File: src/hw/rtl/forward_nearest_waypoint_search_macros.svh
// ----------------------------------------------------------------------------
// Forward nearest waypoint search assertion macros
// Shared assertion forms, clocked on clk and held off during rst.
// ----------------------------------------------------------------------------
`ifndef FORWARD_NEAREST_WAYPOINT_SEARCH_MACROS_SVH
`define FORWARD_NEAREST_WAYPOINT_SEARCH_MACROS_SVH

// The consequent must hold in the same cycle as the antecedent.
`define FNWS_ASSERT_SAME(label, ante, cons) \
  label: assert property (@(posedge clk) disable iff (rst) (ante) |-> (cons)) \
    else $error("forward nearest waypoint search: same-cycle check failed");

// The consequent must hold in the cycle after the antecedent.
`define FNWS_ASSERT_NEXT(label, ante, cons) \
  label: assert property (@(posedge clk) disable iff (rst) (ante) |=> (cons)) \
    else $error("forward nearest waypoint search: next-cycle check failed");

`endif

File: src/hw/rtl/fnws_pkg.sv
// ----------------------------------------------------------------------------
// Forward nearest waypoint search package
// Shared constants, command and status codes, and interface structs.
// ----------------------------------------------------------------------------
package fnws_pkg;

  localparam int MAX_WAYPOINTS_DEF = 1024;
  localparam int COORD_W           = 32;
  localparam int RADIUS_W          = 24;
  localparam int SQ_W              = 2 * RADIUS_W;
  localparam int CMD_W             = 2;
  localparam int RESULT_W          = 11;
  localparam int STATUS_W          = 2;

  localparam logic [RADIUS_W-1:0] RADIUS_RESET = 24'd1000000;

  localparam logic [CMD_W-1:0] CMD_CLEAR  = 2'd0;
  localparam logic [CMD_W-1:0] CMD_APPEND = 2'd1;
  localparam logic [CMD_W-1:0] CMD_QUERY  = 2'd2;

  localparam logic [STATUS_W-1:0] STATUS_OK   = 2'd0;
  localparam logic [STATUS_W-1:0] STATUS_FULL = 2'd1;
  localparam logic [STATUS_W-1:0] STATUS_NONE = 2'd2;

  typedef struct packed {
    logic we;
    logic re;
  } mem_ctl_t;

  typedef struct packed {
    logic                valid;
    logic [RESULT_W-1:0] index;
    logic [STATUS_W-1:0] status;
  } res_t;

endpackage

File: src/hw/rtl/fnws_seq.sv
// ----------------------------------------------------------------------------
// Waypoint search sequencer
// Table bookkeeping and the per-waypoint scan that drives the shared squarer.
// ----------------------------------------------------------------------------
module fnws_seq #(
  parameter int MAX_WAYPOINTS = fnws_pkg::MAX_WAYPOINTS_DEF
) (
  input  logic                                  clk,
  input  logic                                  rst,
  input  logic                                  accept,
  input  logic [fnws_pkg::CMD_W-1:0]            cmd,
  input  logic [fnws_pkg::COORD_W-1:0]          pos_x,
  input  logic [fnws_pkg::COORD_W-1:0]          pos_y,
  input  logic [fnws_pkg::RADIUS_W-1:0]         radius,
  input  logic                                  out_free,
  output logic                                  ready,
  output fnws_pkg::res_t                        res,
  output fnws_pkg::mem_ctl_t                    mem_ctl,
  output logic [$clog2(MAX_WAYPOINTS)-1:0]      waddr,
  output logic [2*fnws_pkg::COORD_W-1:0]        wdata,
  output logic [$clog2(MAX_WAYPOINTS)-1:0]      raddr,
  input  logic [2*fnws_pkg::COORD_W-1:0]        rdata,
  output logic [fnws_pkg::RADIUS_W-1:0]         sq_a,
  input  logic [fnws_pkg::SQ_W-1:0]             sq_p
);

  localparam int IW = $clog2(MAX_WAYPOINTS);
  localparam int CW = $clog2(MAX_WAYPOINTS + 1);
  localparam int RW = fnws_pkg::RESULT_W;
  localparam int XW = fnws_pkg::COORD_W;
  localparam int RSW = fnws_pkg::RADIUS_W;
  localparam int SW = fnws_pkg::SQ_W;
  localparam int DW = XW + 1;

  typedef enum logic [8:0] {
    IDLE  = 9'b000000001,
    QINIT = 9'b000000010,
    QRAD  = 9'b000000100,
    RD    = 9'b000001000,
    DIFF  = 9'b000010000,
    SQX   = 9'b000100000,
    SQY   = 9'b001000000,
    CMP   = 9'b010000000,
    FIN   = 9'b100000000
  } state_t;

  state_t state;
  logic [CW-1:0] count;
  logic [IW-1:0] cur;
  logic [IW-1:0] idx;
  logic [IW-1:0] pick;
  logic found;
  logic [SW:0] best;
  logic [XW-1:0] px;
  logic [XW-1:0] py;
  logic [RSW-1:0] dx;
  logic [RSW-1:0] dy;
  logic [SW-1:0] sqx;
  logic [RW-1:0] res_index;
  logic [fnws_pkg::STATUS_W-1:0] res_status;

  logic signed [DW-1:0] diff_x;
  logic signed [DW-1:0] diff_y;
  logic [DW-1:0] adx;
  logic [DW-1:0] ady;
  logic out_range;
  logic [SW:0] sum_sq;
  logic hit;
  logic found_now;
  logic [IW-1:0] pick_now;
  logic has_next;
  logic can_start;
  logic room;

  assign diff_x = $signed({rdata[XW-1], rdata[XW-1:0]}) - $signed({px[XW-1], px});
  assign diff_y = $signed({rdata[2*XW-1], rdata[2*XW-1:XW]}) - $signed({py[XW-1], py});
  assign adx = diff_x[DW-1] ? (~diff_x + DW'(1)) : diff_x;
  assign ady = diff_y[DW-1] ? (~diff_y + DW'(1)) : diff_y;
  assign out_range = (adx > DW'(radius)) || (ady > DW'(radius));

  assign sum_sq = {1'b0, sqx} + {1'b0, sq_p};
  assign hit = (state == CMP) && (sum_sq <= best);
  assign found_now = found || hit;
  assign pick_now = hit ? idx : pick;
  assign has_next = ((CW+1)'(idx) + (CW+1)'(2)) < (CW+1)'(count);
  assign can_start = (CW'(cur) + CW'(1)) < count;
  assign room = count < CW'(MAX_WAYPOINTS);

  assign ready = (state == IDLE);

  assign mem_ctl.we = (state == IDLE) && accept && (cmd == fnws_pkg::CMD_APPEND) && room;
  assign mem_ctl.re = (state == RD);
  assign waddr = count[IW-1:0];
  assign wdata = {pos_y, pos_x};
  assign raddr = idx;

  assign res.valid  = (state == FIN) && out_free;
  assign res.index  = res_index;
  assign res.status = res_status;

  always_comb begin
    case (state)
      QINIT:   sq_a = radius;
      SQX:     sq_a = dx;
      SQY:     sq_a = dy;
      default: sq_a = '0;
    endcase
  end

  always_ff @(posedge clk) begin
    if (rst) begin
      state <= IDLE;
      count <= '0;
      cur   <= '0;
    end else begin
      case (state)
        IDLE: begin
          if (accept) begin
            case (cmd)
              fnws_pkg::CMD_QUERY: begin
                state <= QINIT;
              end
              fnws_pkg::CMD_CLEAR: begin
                count <= '0;
                cur   <= '0;
                state <= FIN;
              end
              fnws_pkg::CMD_APPEND: begin
                if (room) begin
                  count <= count + CW'(1);
                end
                state <= FIN;
              end
              default: begin
                state <= FIN;
              end
            endcase
          end
        end
        QINIT: begin
          state <= can_start ? QRAD : FIN;
        end
        QRAD: begin
          state <= RD;
        end
        RD: begin
          state <= DIFF;
        end
        DIFF: begin
          if (!out_range) begin
            state <= SQX;
          end else if (has_next) begin
            state <= RD;
          end else begin
            if (found_now) begin
              cur <= pick_now;
            end
            state <= FIN;
          end
        end
        SQX: begin
          state <= SQY;
        end
        SQY: begin
          state <= CMP;
        end
        CMP: begin
          if (has_next) begin
            state <= RD;
          end else begin
            if (found_now) begin
              cur <= pick_now;
            end
            state <= FIN;
          end
        end
        FIN: begin
          if (out_free) begin
            state <= IDLE;
          end
        end
        default: begin
          state <= IDLE;
        end
      endcase
    end
  end

  always_ff @(posedge clk) begin
    case (state)
      IDLE: begin
        px <= pos_x;
        py <= pos_y;
        if ((cmd == fnws_pkg::CMD_APPEND) && !room) begin
          res_status <= fnws_pkg::STATUS_FULL;
        end else begin
          res_status <= fnws_pkg::STATUS_OK;
        end
        if (cmd == fnws_pkg::CMD_CLEAR) begin
          res_index <= '0;
        end else if ((cmd == fnws_pkg::CMD_APPEND) && room) begin
          res_index <= RW'(count + CW'(1));
        end else begin
          res_index <= RW'(count);
        end
      end
      QINIT: begin
        idx <= cur;
        pick <= cur;
        found <= 1'b0;
        res_index <= RW'(cur);
        res_status <= fnws_pkg::STATUS_NONE;
      end
      QRAD: begin
        best <= {1'b0, sq_p};
      end
      DIFF: begin
        dx <= adx[RSW-1:0];
        dy <= ady[RSW-1:0];
        if (out_range) begin
          if (has_next) begin
            idx <= idx + IW'(1);
          end else begin
            res_index <= found_now ? RW'(pick_now) : RW'(cur);
            res_status <= found_now ? fnws_pkg::STATUS_OK : fnws_pkg::STATUS_NONE;
          end
        end
      end
      SQY: begin
        sqx <= sq_p;
      end
      CMP: begin
        if (hit) begin
          best <= sum_sq;
          pick <= idx;
          found <= 1'b1;
        end
        if (has_next) begin
          idx <= idx + IW'(1);
        end else begin
          res_index <= found_now ? RW'(pick_now) : RW'(cur);
          res_status <= found_now ? fnws_pkg::STATUS_OK : fnws_pkg::STATUS_NONE;
        end
      end
      default: begin
      end
    endcase
  end

endmodule

File: config.mk
export PLATFORM = sky130hd
export DESIGN_NAME = fnws_seq
export DESIGN_NICKNAME = d
export VERILOG_FILES = /design/src/hw/rtl/forward_nearest_waypoint_search_macros.svh /design/src/hw/rtl/fnws_pkg.sv /design/src/hw/rtl/fnws_seq.sv
export SDC_FILE = /design/constraint.sdc
export NUM_CORES = 1
export LEC_CHECK = 0
export ABC_AREA = 1
export ABC_CLOCK_PERIOD_IN_PS = 6830
export CORE_ASPECT_RATIO = 0.5
export CORE_MARGIN = 4
export CORE_UTILIZATION = 40
export DETAILED_ROUTE_END_ITERATION = 8
export DONT_BUFFER_PORTS = 1
export GPL_ROUTABILITY_DRIVEN = 1
export PLACE_DENSITY_LB_ADDON = 0.12
export SYNTH_ARGS = -nofsm -noshare
export SYNTH_HDL_FRONTEND = slang
export SYNTH_SLANG_ARGS = --single-unit
File: constraint.sdc
create_clock -name clk -period 6.83 [get_ports clk]
set_clock_uncertainty 0.1 [all_clocks]
set_input_delay 1.366 -clock clk [delete_from_list [all_inputs] [get_ports clk]]
set_output_delay 1.366 -clock clk [all_outputs]
set_load 0.05 [all_outputs]
==> results.sh <==
export IMPL_final_cell_mix="1,045 x nand2_1, 593 x inv_1, 302 x nor2_1"
export IMPL_cap_violations=0
export IMPL_ir_drop_uv=220
export IMPL_period_share_pct=90.4
export IMPL_use_met3_pct=3.45
export IMPL_vias=21800
export IMPL_slew_headroom_pct=22.9
export IMPL_outcome="complete, no violations"
export IMPL_path_common_cell="nand2_1"
export IMPL_cts_tree="yes"
export IMPL_worstSetupPathType="primary input to flop"
export IMPL_maxSlewViolCount=0
export IMPL_final_common_cell="nand2_1"
export IMPL_hold_path_class="flop to flop"
export IMPL_drive_gt1_share_pct=6.08
export IMPL_synth_distinct_cells=57
export IMPL_num_fill_cells=6331
export IMPL_synth_async_sr_flop_share_pct=0
export IMPL_crit_path_max_incr_delay_ns=0.45
export IMPL_wl_per_cell_um=17.6
export IMPL_tns_ns=0
export IMPL_grt_max_degree=52
export IMPL_pin_count=331
export IMPL_post_cts_buffers=0
export IMPL_syn_inst=3491
export IMPL_grt_most_used_layer="met2"
export IMPL_ys_ff_latch=273
export IMPL_cp_required_ns=7.00
export IMPL_grt_met1_usage_pct=30.3
export IMPL_finalSetupViolations=0
export IMPL_grt_pass1_wl_um=118000
export IMPL_grt_pass1_vias=21200
export IMPL_cp_max_fo=13
export IMPL_synth_edff_count=243
export IMPL_end_kind="flop"
export IMPL_first_pass_iters=6
export IMPL_chipHeight_um=183
export IMPL_rows=63
export IMPL_hpwlAfterDp_um=61500
export IMPL_cts_max_level=1
export IMPL_drc=0
export IMPL_timing_fmax_mhz=162
export IMPL_cts_root_buf="clkbuf_16"
export IMPL_netlist_area_um2=24600
export IMPL_initial_utilization_pct=41.0
export IMPL_leakage_nw=13.0
export IMPL_port_buffers=0
export IMPL_areaGrowthSynthToFinish_pct=7.23
export IMPL_finalCriticalPeriod_ns=6.17
export IMPL_rsz0062_at_grt="false"
export IMPL_grtUsageMet2_pct=38.0
export IMPL_nNetsFinal=3904
export IMPL_antenna_found_initial=1
export IMPL_p_total_mw=6.88
export IMPL_post_route_util_pct=43.9
export IMPL_cts_clk_slew_worst_paths_ns=0.07
export IMPL_cts_buffers=31
export IMPL_coreArea_um2=60000
export IMPL_startpoint_type="primary input"
export IMPL_worst_pin_slew_ns=1.15
export IMPL_ctsLongestPathBuffers=3
export IMPL_ys_seq_area_share_pct=32.1
export IMPL_yosys_warnings=0
export IMPL_drtIter0Drc=1326
export IMPL_routed_wl_um=75600
export IMPL_overflow=0
export IMPL_die_x_um=359
export IMPL_cp_arrival_ns=6.35
export IMPL_vias_per_cell=5.07
export IMPL_clkLatencyLatePin_ns=0.63
export IMPL_antenna_left=0
export IMPL_place_congestion=0.926
export IMPL_syn_mean_instance_area_um2=7.04
export IMPL_dieArea_um2=65700
export IMPL_grt_usage_pct=22.5
export IMPL_synth_nets=3935
export IMPL_final_hold_violation_count=0
export IMPL_p_per_area_nw_per_um2=261
export IMPL_yosys_most_used_dff="edfxtp_1"
export IMPL_clock_sinks=273
export IMPL_worst_path_max_delay_cell="fa_1"
[path summary, 6_finish.rpt]
check        startpoint      endpoint  slack, ns  cells past startpoint
max            rdata[0]  res_index[9]       0.66                     38
max reg2reg       px[0]  res_index[9]       1.11                     35
min           count[10]     count[10]       0.43                      2
min reg2reg   count[10]     count[10]       0.43                      2
[power breakdown]
part	leakage (nW)	switching, mW	internal [mW]	total, mW
clock network	0.532	0.767	1.04	1.81
logic	9.97	2.01	0.935	2.94
registers	2.52	0.116	2.01	2.12
[critical path: cells and delay by family]
kind                     cells  cell delay, ns
adder cells (fa/ha/maj)      3            0.89
XOR/XNOR                     1            0.34
AND/OR/NAND/NOR             28            2.93
buffers and inverters        5            0.63
AO/OA/AOI/OAI                1            0.18
[flip-flops by register name, summed over array words and instances, names as in the netlist]
signal / flops
best: 49
found: 1
pick: 10
py: 32
px: 32
cur: 10
state: 9
dx: 24
dy: 24
res_index: 11
sqx: 48
count: 11
res_status: 2
raddr: 10
[metal layers]
| layer | part of all wire [%] | vias up |
|---|---|---|
| met2 | 46 | 523 |
| met4 | 2.9 | 0 |
| li1 | - | 11100 |
| met3 | 5.1 | 103 |
| met1 | 46 | 10000 |
| met5 | 0 | - |
[what timing repair did]
action | in CTS | in global routing
hold buffers | 0 | 0
endpoints found under the hold margin | 0 | 0
endpoints found under the setup margin | 0 | 33
gates resized for setup | 0 | 3
[cell usage after synthesis (all sizes together) (29+ instances only)]
library cell	n	area [um^2]
nor2	339	1380
nand2	1073	4090
ha	235	2940
a21oi	173	870
buf	82	606
xor2	93	822
clkbuf	29	110
nand3	188	1010
nor3	38	200
edfxtp	243	7300
dfxtp	30	601
inv	620	2330
nand4	54	338
o21ai	91	459
o211ai	34	255
[cells by family (layout without fill, tap and decap cells)]
family,Yosys count,count (layout),share of synthesized area [%]
AOI/OAI and AO/OA,392,392,9.24
xor gates and xnor gates,121,121,4.34
adders and majority gates,238,238,12.2
buffers and inverters,738,732,12.5
DFF,273,273,32.1
other,0,1,0
and+or+nand+nor,1729,1729,29.6
[metrics by stage]
stage,std cells,hold WS (ns),instance area (um^2),setup slack (ns)
2_1_floorplan,3491,0.359,24600,0.442
3_3_place_gp,4239,0.413,25300,-0.0735
3_5_place_dp,4239,0.414,25300,-0.170
4_1_cts,4297,0.423,26300,0.496
5_1_grt,4298,0.455,26400,0.164
6_report,4298,0.425,26400,0.655
[final cells by class]
class / count / area [um^2] / share of cell area (%)
multi-input combinational: 2480 / 13600 / 51.7
sequential: 273 / 7900 / 30.0
inverter: 627 / 2360 / 8.95
tap: 812 / 1020 / 3.86
clock buffer: 41 / 863 / 3.28
timing repair buffer: 47 / 378 / 1.43
clock inverter: 17 / 208 / 0.788
antenna: 1 / 2.50 / 0.00950
Note: power is estimated with default switching activity, not from simulation.
