### src/hw/rtl/forward_nearest_waypoint_search_macros.svh
// ----------------------------------------------------------------------------
// Forward nearest waypoint search assertion macros
// Shared assertion forms, clocked on clk and held off during rst.
// ----------------------------------------------------------------------------
`ifndef FORWARD_NEAREST_WAYPOINT_SEARCH_MACROS_SVH
`define FORWARD_NEAREST_WAYPOINT_SEARCH_MACROS_SVH

// The consequent must hold in the same cycle as the antecedent.
`define FNWS_ASSERT_SAME(label, ante, cons) \
  label: assert property (@(posedge clk) disable iff (rst) (ante) |-> (cons)) \
    else $error("forward nearest waypoint search: same-cycle check failed");

// The consequent must hold in the cycle after the antecedent.
`define FNWS_ASSERT_NEXT(label, ante, cons) \
  label: assert property (@(posedge clk) disable iff (rst) (ante) |=> (cons)) \
    else $error("forward nearest waypoint search: next-cycle check failed");

`endif

### src/hw/rtl/fnws_pkg.sv
// ----------------------------------------------------------------------------
// Forward nearest waypoint search package
// Shared constants, command and status codes, and interface structs.
// ----------------------------------------------------------------------------
package fnws_pkg;

  localparam int MAX_WAYPOINTS_DEF = 1024;
  localparam int COORD_W           = 32;
  localparam int RADIUS_W          = 24;
  localparam int SQ_W              = 2 * RADIUS_W;
  localparam int CMD_W             = 2;
  localparam int RESULT_W          = 11;
  localparam int STATUS_W          = 2;

  localparam logic [RADIUS_W-1:0] RADIUS_RESET = 24'd1000000;

  localparam logic [CMD_W-1:0] CMD_CLEAR  = 2'd0;
  localparam logic [CMD_W-1:0] CMD_APPEND = 2'd1;
  localparam logic [CMD_W-1:0] CMD_QUERY  = 2'd2;

  localparam logic [STATUS_W-1:0] STATUS_OK   = 2'd0;
  localparam logic [STATUS_W-1:0] STATUS_FULL = 2'd1;
  localparam logic [STATUS_W-1:0] STATUS_NONE = 2'd2;

  typedef struct packed {
    logic we;
    logic re;
  } mem_ctl_t;

  typedef struct packed {
    logic                valid;
    logic [RESULT_W-1:0] index;
    logic [STATUS_W-1:0] status;
  } res_t;

endpackage

### src/hw/rtl/fnws_square.sv
// ----------------------------------------------------------------------------
// Shared squaring unit
// Registered 24 by 24 bit square, reused for the radius and both offsets.
// ----------------------------------------------------------------------------
module fnws_square (
  input  logic                          clk,
  input  logic [fnws_pkg::RADIUS_W-1:0] a,
  output logic [fnws_pkg::SQ_W-1:0]     p
);

  always_ff @(posedge clk) begin
    p <= fnws_pkg::SQ_W'(a) * fnws_pkg::SQ_W'(a);
  end

endmodule

### config.mk
export PLATFORM = sky130hd
export DESIGN_NAME = fnws_square
export DESIGN_NICKNAME = d
export VERILOG_FILES = /design/src/hw/rtl/forward_nearest_waypoint_search_macros.svh /design/src/hw/rtl/fnws_pkg.sv /design/src/hw/rtl/fnws_square.sv
export SDC_FILE = /design/constraint.sdc
export NUM_CORES = 1
export LEC_CHECK = 0
export BUFFER_PORTS_ARGS = -buffer_cell sky130_fd_sc_hd__buf_2
export CORE_UTILIZATION = 66
export DETAILED_ROUTE_END_ITERATION = 16
export GPL_ROUTABILITY_DRIVEN = 0
export HOLD_SLACK_MARGIN = 0.02
export PLACE_DENSITY = 0.85
export SLEW_MARGIN = 30
export SYNTH_ARGS = -nofsm -noshare
export SYNTH_HDL_FRONTEND = slang
export SYNTH_SLANG_ARGS = --single-unit
### constraint.sdc
create_clock -name clk -period 10.1 [get_ports clk]
set_input_delay 2.02 -clock clk [delete_from_list [all_inputs] [get_ports clk]]
set_output_delay 2.02 -clock clk [all_outputs]
set_load 0.02 [all_outputs]
==> results of run 1 <==
==> cell usage after synthesis (4+ instances only) <==
master | number | area (µm²)
dfxtp_1 | 47 | 940.9
nor2b_1 | 7 | 43.79
nand3_1 | 9 | 45.04
nand4_1 | 10 | 62.56
and2_1 | 121 | 757.0
a21o_1 | 26 | 195.2
o21ai_1 | 4 | 20.02
inv_1 | 598 | 2245
o211ai_1 | 4 | 30.03
a21oi_2 | 4 | 35.03
ha_1 | 173 | 2165
fa_1 | 422 | 8448
clkbuf_1 | 57 | 214.0
o21a_1 | 5 | 37.54
buf_2 | 5 | 25.02
nor3_1 | 4 | 20.02
xnor2_1 | 32 | 280.3
and3_1 | 7 | 43.79
nand2_1 | 176 | 660.6
a21oi_1 | 43 | 215.2
a31oi_1 | 7 | 43.79
o21bai_1 | 11 | 82.58
xor2_1 | 21 | 183.9
o21ai_0 | 17 | 85.08
nor2_1 | 25 | 93.84
==> cell type report <==
class / count / area share
well taps: 330 / 0.02294
inverters: 598 / 0.1247
multi-input cells: 1159 / 0.7699
clock buffers: 5 / 0.006953
clock inverters: 3 / 0.002572
repair buffers: 73 / 0.02058
flip-flops and latches: 47 / 0.05228
==> path summary, 6_finish.rpt <==
check / slack, ns / end / from / cells past startpoint
min: 2.13 / p[0] / a[0] / 1
max: 1.16 / p[44] / a[21] / 24
==> kinds of logic (layout without fill, tap and decap cells) <==
kind of cell	after synthesis	count (layout)	share of synthesized area
buf+inv	661	679	0.1441
fa+ha+maj	595	595	0.6139
simple gates	370	370	0.1050
compound gates	138	138	0.05428
xor+xnor	53	53	0.02685
flops	47	47	0.05443
mux	2	2	0.001230
other cells	1	1	0.0002169
==> stage by stage <==
step	area, µm²	std cells
after floorplan	17290	1867
final	18000	2215
after detailed placement	17820	2207
after global placement	17820	2207
after global routing	18000	2215
after CTS	18000	2215
==> worst max-delay path: cells and delay by family <==
family                   cells  cell delay, ns
adder cells (fa/ha/maj)      8            3.91
AO/OA/AOI/OAI                4            0.96
AND/OR/NAND/NOR              4            1.33
XOR/XNOR                     1            0.13
buffers and inverters        7            0.81
==> per-layer routing <==
| metal | vias to the layer above | GRT usage |
|---|---|---|
| met5 | - | 0 |
| met4 | 0 | 0.1490 |
| met3 | 141 | 0.04141 |
| met2 | 451 | 0.5701 |
| met1 | 6224 | 0.3564 |
| li1 | 5411 | - |
==> impl_metrics.json, run 1 <==
{
  "synth-edff-count": 0,
  "seq_area_um2": 940.9,
  "path_cells": "buf_2, and2_1, inv_1, fa_1, inv_1, fa_1, fa_1, inv_1, fa_1, inv_1, fa_1, fa_1, inv_1, fa_1, inv_1, ha_1, a21oi_1, o21ai_0, nor4b_1, o211ai_1, nand3_1, or3b_1, a41oi_2, xnor2_1",
  "final_util": 0.7065,
  "antenna_cells": 0,
  "cts_max_level": 2,
  "std_cell_rows": 58,
  "critPathArrivalTime_ns": 9.17,
  "worst_slew_pin_slew_ns": 0.6506,
  "rsz0062_at_grt": "false",
  "finalCriticalPeriod_ns": 8.936,
  "die_w_um": 163.8,
  "drt-total-wl_um": 38310,
  "synth_area_um2": 17290,
  "hold_violations": 0,
  "multi_input_area_um2": 13860,
  "route.detailed.drc": 0,
  "grt_max_degree": 27,
  "cts_resized": 0,
  "antenna_found_initial": 0,
  "fin_ws_ns": 1.164,
  "pre_cts_slack_ns": 0.9991,
  "grt_usage": 0.3105,
  "fillCellCount": 1770,
  "grt_pass1_vias": 13754,
  "worstSetupEndpointType": "flop",
  "highest_layer": "met4",
  "synth_warnings": 0,
  "cts_tree": "built",
  "num_io_pins": 73,
  "final-max-slew-violation-count": 0,
  "top_regs": "p: 47 flops",
  "start_kind": "primary input",
  "synthArstFlopShare": 0,
  "max_freq_ghz": 0.1119,
  "cpMostUsedCell": "fa_1",
  "coreArea_um2": 25470,
  "crit_slowest_cell": "fa_1",
  "grt.overflow.total": 0,
  "cp_max_fo": 26,
  "holdBufCountCts": 0,
  "portBuffers": 71,
  "wire_per_inst_um": 17.29,
  "nNetsFinal": 2504,
  "cp.required_ns": 10.33,
  "met2_length_um": 20370,
  "syn-num-nets": 2487,
  "drt-met1-wl_um": 13840,
  "syn_inst": 1867,
  "layout_commonest_cell": "inv_1",
  "setup_viol": 0,
  "synth.yosys.seq_area_share": 0.05443,
  "relSlewSlack": 0.5663,
  "die_area_um2": 26850,
  "syn_to_final_growth_pct": 4.096,
  "synth.avg_cell_area_um2": 9.260,
  "largest_reg_flops": 47,
  "grt_pass1_wl_um": 64200,
  "fin_crit_sh": 0.8848,
  "start_util": 0.6787,
  "dr.pass1.iters": 6,
  "numClockSinks": 47,
  "timing.setup.tns_ns": 0,
  "cts_root_buf": "clkbuf_16",
  "synth_seq_cells": 47,
  "largest-register": "p",
  "clkTransAtPathRegs_ns": 0.07,
  "first_iter_violations": 744,
  "synth.distinct_cells": 54,
  "antenna_left": 0,
  "drv_cap": 0,
  "wl_met3_um": 2021,
  "hpwl_um": 32380,
  "clockBufferDepth": 2,
  "hp-class": "in -> reg",
  "synthFlopType": "dfxtp_1",
  "via_count": 12227,
  "hold_slack_ns": 2.126,
  "die_h_um": 163.8,
  "status": "complete, no violations",
  "drive_gt1_frac": 0.05146,
  "cts_buffers": 5,
  "cpPeakStageDelay_ns": 0.56,
  "critPathKind": "in -> reg",
  "layout_common_cells": "inv_1, fa_1, nand2_1",
  "routed_via_density": 5.520,
  "postCtsSetupBuffers": 0
}
Power of run 1 is left out: the tool's default activity adds up to more than one toggle a clock period on the data nets, which glitch-free logic cannot reach.
==> inputs of run 2 (changes only) <==
- PLACE_DENSITY: 0.85 -> 0.95
==> impl_metrics.json, run 2 (synthesized netlist as in run 1, its figures left out) <==
{
  "crit_end": "p[44]",
  "route.detailed.drc": 0,
  "critPathArrivalTime_ns": 9.28,
  "first_iter_violations": 1018,
  "path_cells": "buf_2, nand2_1, fa_1, inv_1, fa_1, fa_1, inv_1, fa_1, inv_1, fa_1, fa_1, inv_1, fa_1, inv_1, ha_1, a21oi_1, o21ai_0, nor4b_1, o211ai_1, nand3_1, or3b_1, a41oi_2, xnor2_1",
  "wire_per_inst_um": 19.30,
  "antenna_left": 0,
  "largest_reg_flops": 47,
  "critPathKind": "in -> reg",
  "syn_to_final_growth_pct": 3.923,
  "crit_buf_inv": 6,
  "setup_viol": 0,
  "highest_layer": "met4",
  "fin_crit_sh": 0.8965,
  "start_util": 0.6787,
  "antenna_cells": 0,
  "relSlewSlack": 0.5724,
  "drive_gt1_frac": 0.04992,
  "via_count": 12799,
  "met2_length_um": 22300,
  "cts_buffers": 5,
  "crit_slowest_cell": "fa_1",
  "portBuffers": 71,
  "routed_via_density": 5.784,
  "cts_tree": "built",
  "dr.pass1.iters": 6,
  "cp.required_ns": 10.33,
  "stdcell_count": 2213,
  "hold_slack_ns": 2.125,
  "drt-total-wl_um": 42710,
  "clockBufferDepth": 2,
  "die_w_um": 163.8,
  "layout_commonest_cell": "inv_1",
  "final-max-slew-violation-count": 0,
  "fillCellCount": 1589,
  "die_h_um": 163.8,
  "hpwl_um": 35430,
  "worstSetupEndpointType": "flop",
  "worst_slew_pin_slew_ns": 0.6414,
  "cpPeakStageDelay_ns": 0.58,
  "grt.overflow.total": 0,
  "antenna_found_initial": 0,
  "timing.setup.tns_ns": 0,
  "holdBufCountCts": 0,
  "grt_usage": 0.3422,
  "cpMostUsedCell": "fa_1",
  "drv_cap": 0,
  "critical-path-top-delay-family": "adder cells",
  "wl_met3_um": 3326,
  "rsz0062_at_grt": "false",
  "top_regs": "p: 47 flops",
  "largest-register": "p",
  "grt_pass1_vias": 14614,
  "cts_resized": 0,
  "std_cell_rows": 58,
  "postCtsSetupBuffers": 0,
  "finalCriticalPeriod_ns": 9.055,
  "numClockSinks": 47,
  "crit_cells": 23,
  "cts_root_buf": "clkbuf_16",
  "cp_max_fo": 25,
  "hp-class": "in -> reg",
  "start_kind": "primary input",
  "clkTransAtPathRegs_ns": 0.07,
  "hold_violations": 0,
  "grt_pass1_wl_um": 69830,
  "coreArea_um2": 25470,
  "grt_max_degree": 27,
  "status": "complete, no violations",
  "die_area_um2": 26850,
  "layout_common_cells": "inv_1, fa_1, nand2_1",
  "drt-met1-wl_um": 13680,
  "num_io_pins": 73,
  "post-place-cells": 2205,
  "startpoint": "a[5]",
  "cts_max_level": 2,
  "max_freq_ghz": 0.1104,
  "nNetsFinal": 2502
}
[run 2: through the flow]
step                      cell area [µm²]  setup WS, ns  utilization
after global placement              17810         1.127       0.6992
final                               17970         1.045       0.7053
after floorplan                     17290         1.772            -
after global routing                17970        0.8776       0.7053
after CTS                           17970         1.265       0.7053
after detailed placement            17810         1.009       0.6992
[run 2: worst min path at each step]
stage          slack, ns    to  depth (start not counted)  from
2_1_floorplan       2.05  p[0]                          0  a[0]
3_3_place_gp        2.41  p[0]                          1  a[0]
3_5_place_dp        2.43  p[0]                          1  a[0]
4_1_cts             2.12  p[0]                          1  a[0]
5_1_grt             2.13  p[0]                          1  a[0]
6_report            2.12  p[0]                          1  a[0]
[run 2: layout make-up]
| cell class | count | area [µm²] | share of cell area |
|---|---|---|---|
| inverter | 598 | 2245 | 0.1249 |
| multi-input combinational | 1159 | 13860 | 0.7712 |
| clock buffer | 8 | 156.4 | 0.008705 |
| sequential | 47 | 940.9 | 0.05237 |
| timing repair buffer | 71 | 355.3 | 0.01978 |
| tap | 330 | 412.9 | 0.02298 |
[run 2: routing by layer]
layer / vias to the layer above / GRT usage
li1: 5402 / -
met1: 6305 / 0.3705
met2: 796 / 0.6102
met3: 296 / 0.06010
met4: 0 / 0.2336
met5: - / 0
Power of run 2 is left out for the same reason.
==> inputs of run 3 (changes only) <==
- CELL_PAD_IN_SITES_DETAIL_PLACEMENT: unset -> 1
- CELL_PAD_IN_SITES_GLOBAL_PLACEMENT: unset -> 1
- CORE_UTILIZATION: 66 -> 51
- CTS_CLUSTER_DIAMETER: unset -> 60
- PLACE_DENSITY: 0.95 -> 0.94
==> impl_metrics.json, run 3 (synthesized netlist as in run 1, its figures left out) <==
{
  "status": "complete, no violations",
  "numClockSinks": 47,
  "critPathKind": "in -> reg",
  "antenna_found_initial": 0,
  "routed_via_density": 5.622,
  "layout_common_cells": "inv_1, fa_1, nand2_1",
  "worst_slew_pin_slew_ns": 0.7018,
  "num_io_pins": 73,
  "die_area_um2": 34640,
  "cts_max_level": 2,
  "std_cell_rows": 67,
  "drt-total-wl_um": 57010,
  "drive_gt1_frac": 0.05093,
  "cts_buffers": 5,
  "critPathArrivalTime_ns": 10.01,
  "layout_commonest_cell": "inv_1",
  "hold_violations": 0,
  "hp-class": "in -> reg",
  "wire_per_inst_um": 24.44,
  "clkTransAtPathRegs_ns": 0.07,
  "drv_cap": 0,
  "hpwl_um": 47120,
  "finalCriticalPeriod_ns": 9.764,
  "syn_to_final_growth_pct": 5.052,
  "holdPathStages": 1,
  "start_util": 0.5169,
  "cpMostUsedCell": "fa_1",
  "critical-path-top-delay-family": "adder cells",
  "path_cells": "buf_2, nand2_1, fa_1, inv_1, fa_1, inv_1, fa_1, fa_1, inv_1, fa_1, fa_1, inv_1, fa_1, inv_1, ha_1, a21oi_1, o21a_1, nor4b_1, o211ai_1, nand3_1, or3b_1, a41oi_2, xnor2_1",
  "antenna_left": 0,
  "cts_root_buf": "clkbuf_16",
  "cts_resized": 0,
  "grt_pass1_wl_um": 90290,
  "fin_crit_sh": 0.9667,
  "grt.overflow.total": 0,
  "grt_pass1_vias": 16633,
  "clockBufferDepth": 2,
  "setup_viol": 0,
  "nNetsFinal": 2504,
  "crit_slowest_cell": "fa_1",
  "max_freq_ghz": 0.1024,
  "grt_max_degree": 27,
  "coreArea_um2": 33450,
  "die_h_um": 186.1,
  "cp.required_ns": 10.34,
  "stdcell_count": 2333,
  "final_util": 0.5430,
  "holdBufCountCts": 0,
  "die_w_um": 186.1,
  "route.detailed.drc": 0,
  "antenna_cells": 0,
  "worstSetupEndpointType": "flop",
  "first_iter_violations": 828,
  "via_count": 13116,
  "crit_cells": 23,
  "cp_max_fo": 24,
  "grt_usage": 0.3563,
  "crit_buf_inv": 6,
  "cts_tree": "built",
  "start_kind": "primary input",
  "dr.pass1.iters": 5,
  "portBuffers": 71,
  "rsz0062_at_grt": "false",
  "timing.setup.tns_ns": 0,
  "postCtsSetupBuffers": 0,
  "cpPeakStageDelay_ns": 0.76,
  "relSlewSlack": 0.5321,
  "largest-register": "p",
  "largest_reg_flops": 47,
  "final-max-slew-violation-count": 0,
  "hold_slack_ns": 2.118,
  "top_regs": "p: 47 flops",
  "post-place-cells": 2325
}
## run 3: cell count changes in the layout (fill, tap and decap cells not counted)
cell	previous run	this run
clkbuf_8	2	0
buf_4	0	2
bufinv_16	0	2
## run 3: layer usage
metal  vias to the layer above  wire length [µm]  GRT usage
met5                         -                 0          0
met4                         0              5640     0.3151
met3                       355              3064    0.07415
met2                       611             30490     0.6479
met1                      6759             17820     0.3387
li1                       5391                 -          -
## run 3: path summary, 6_finish.rpt
path              startpoint    end  slack [ns]
setup / recovery        a[8]  p[44]        0.34
hold / removal          a[0]   p[0]        2.12
## run 3: cell type report
type	count	area (µm²)
sequential	47	940.9
clock buffer	6	128.9
multi-input combinational	1159	13860
inverter	598	2245
timing repair buffer	73	370.4
clock inverter	2	60.06
fill	3838	15290
tap	448	560.5
## run 3: per-stage QoR
| step | setup WS, ns | area (µm²) |
|---|---|---|
| finish | 0.3359 | 18160 |
| global route | 0.2264 | 18160 |
| CTS | 0.7565 | 18160 |
| detailed placement | 0.4598 | 17970 |
| global placement | 0.9708 | 17970 |
| floorplan | 1.772 | 17290 |
Power of run 3 is left out for the same reason.
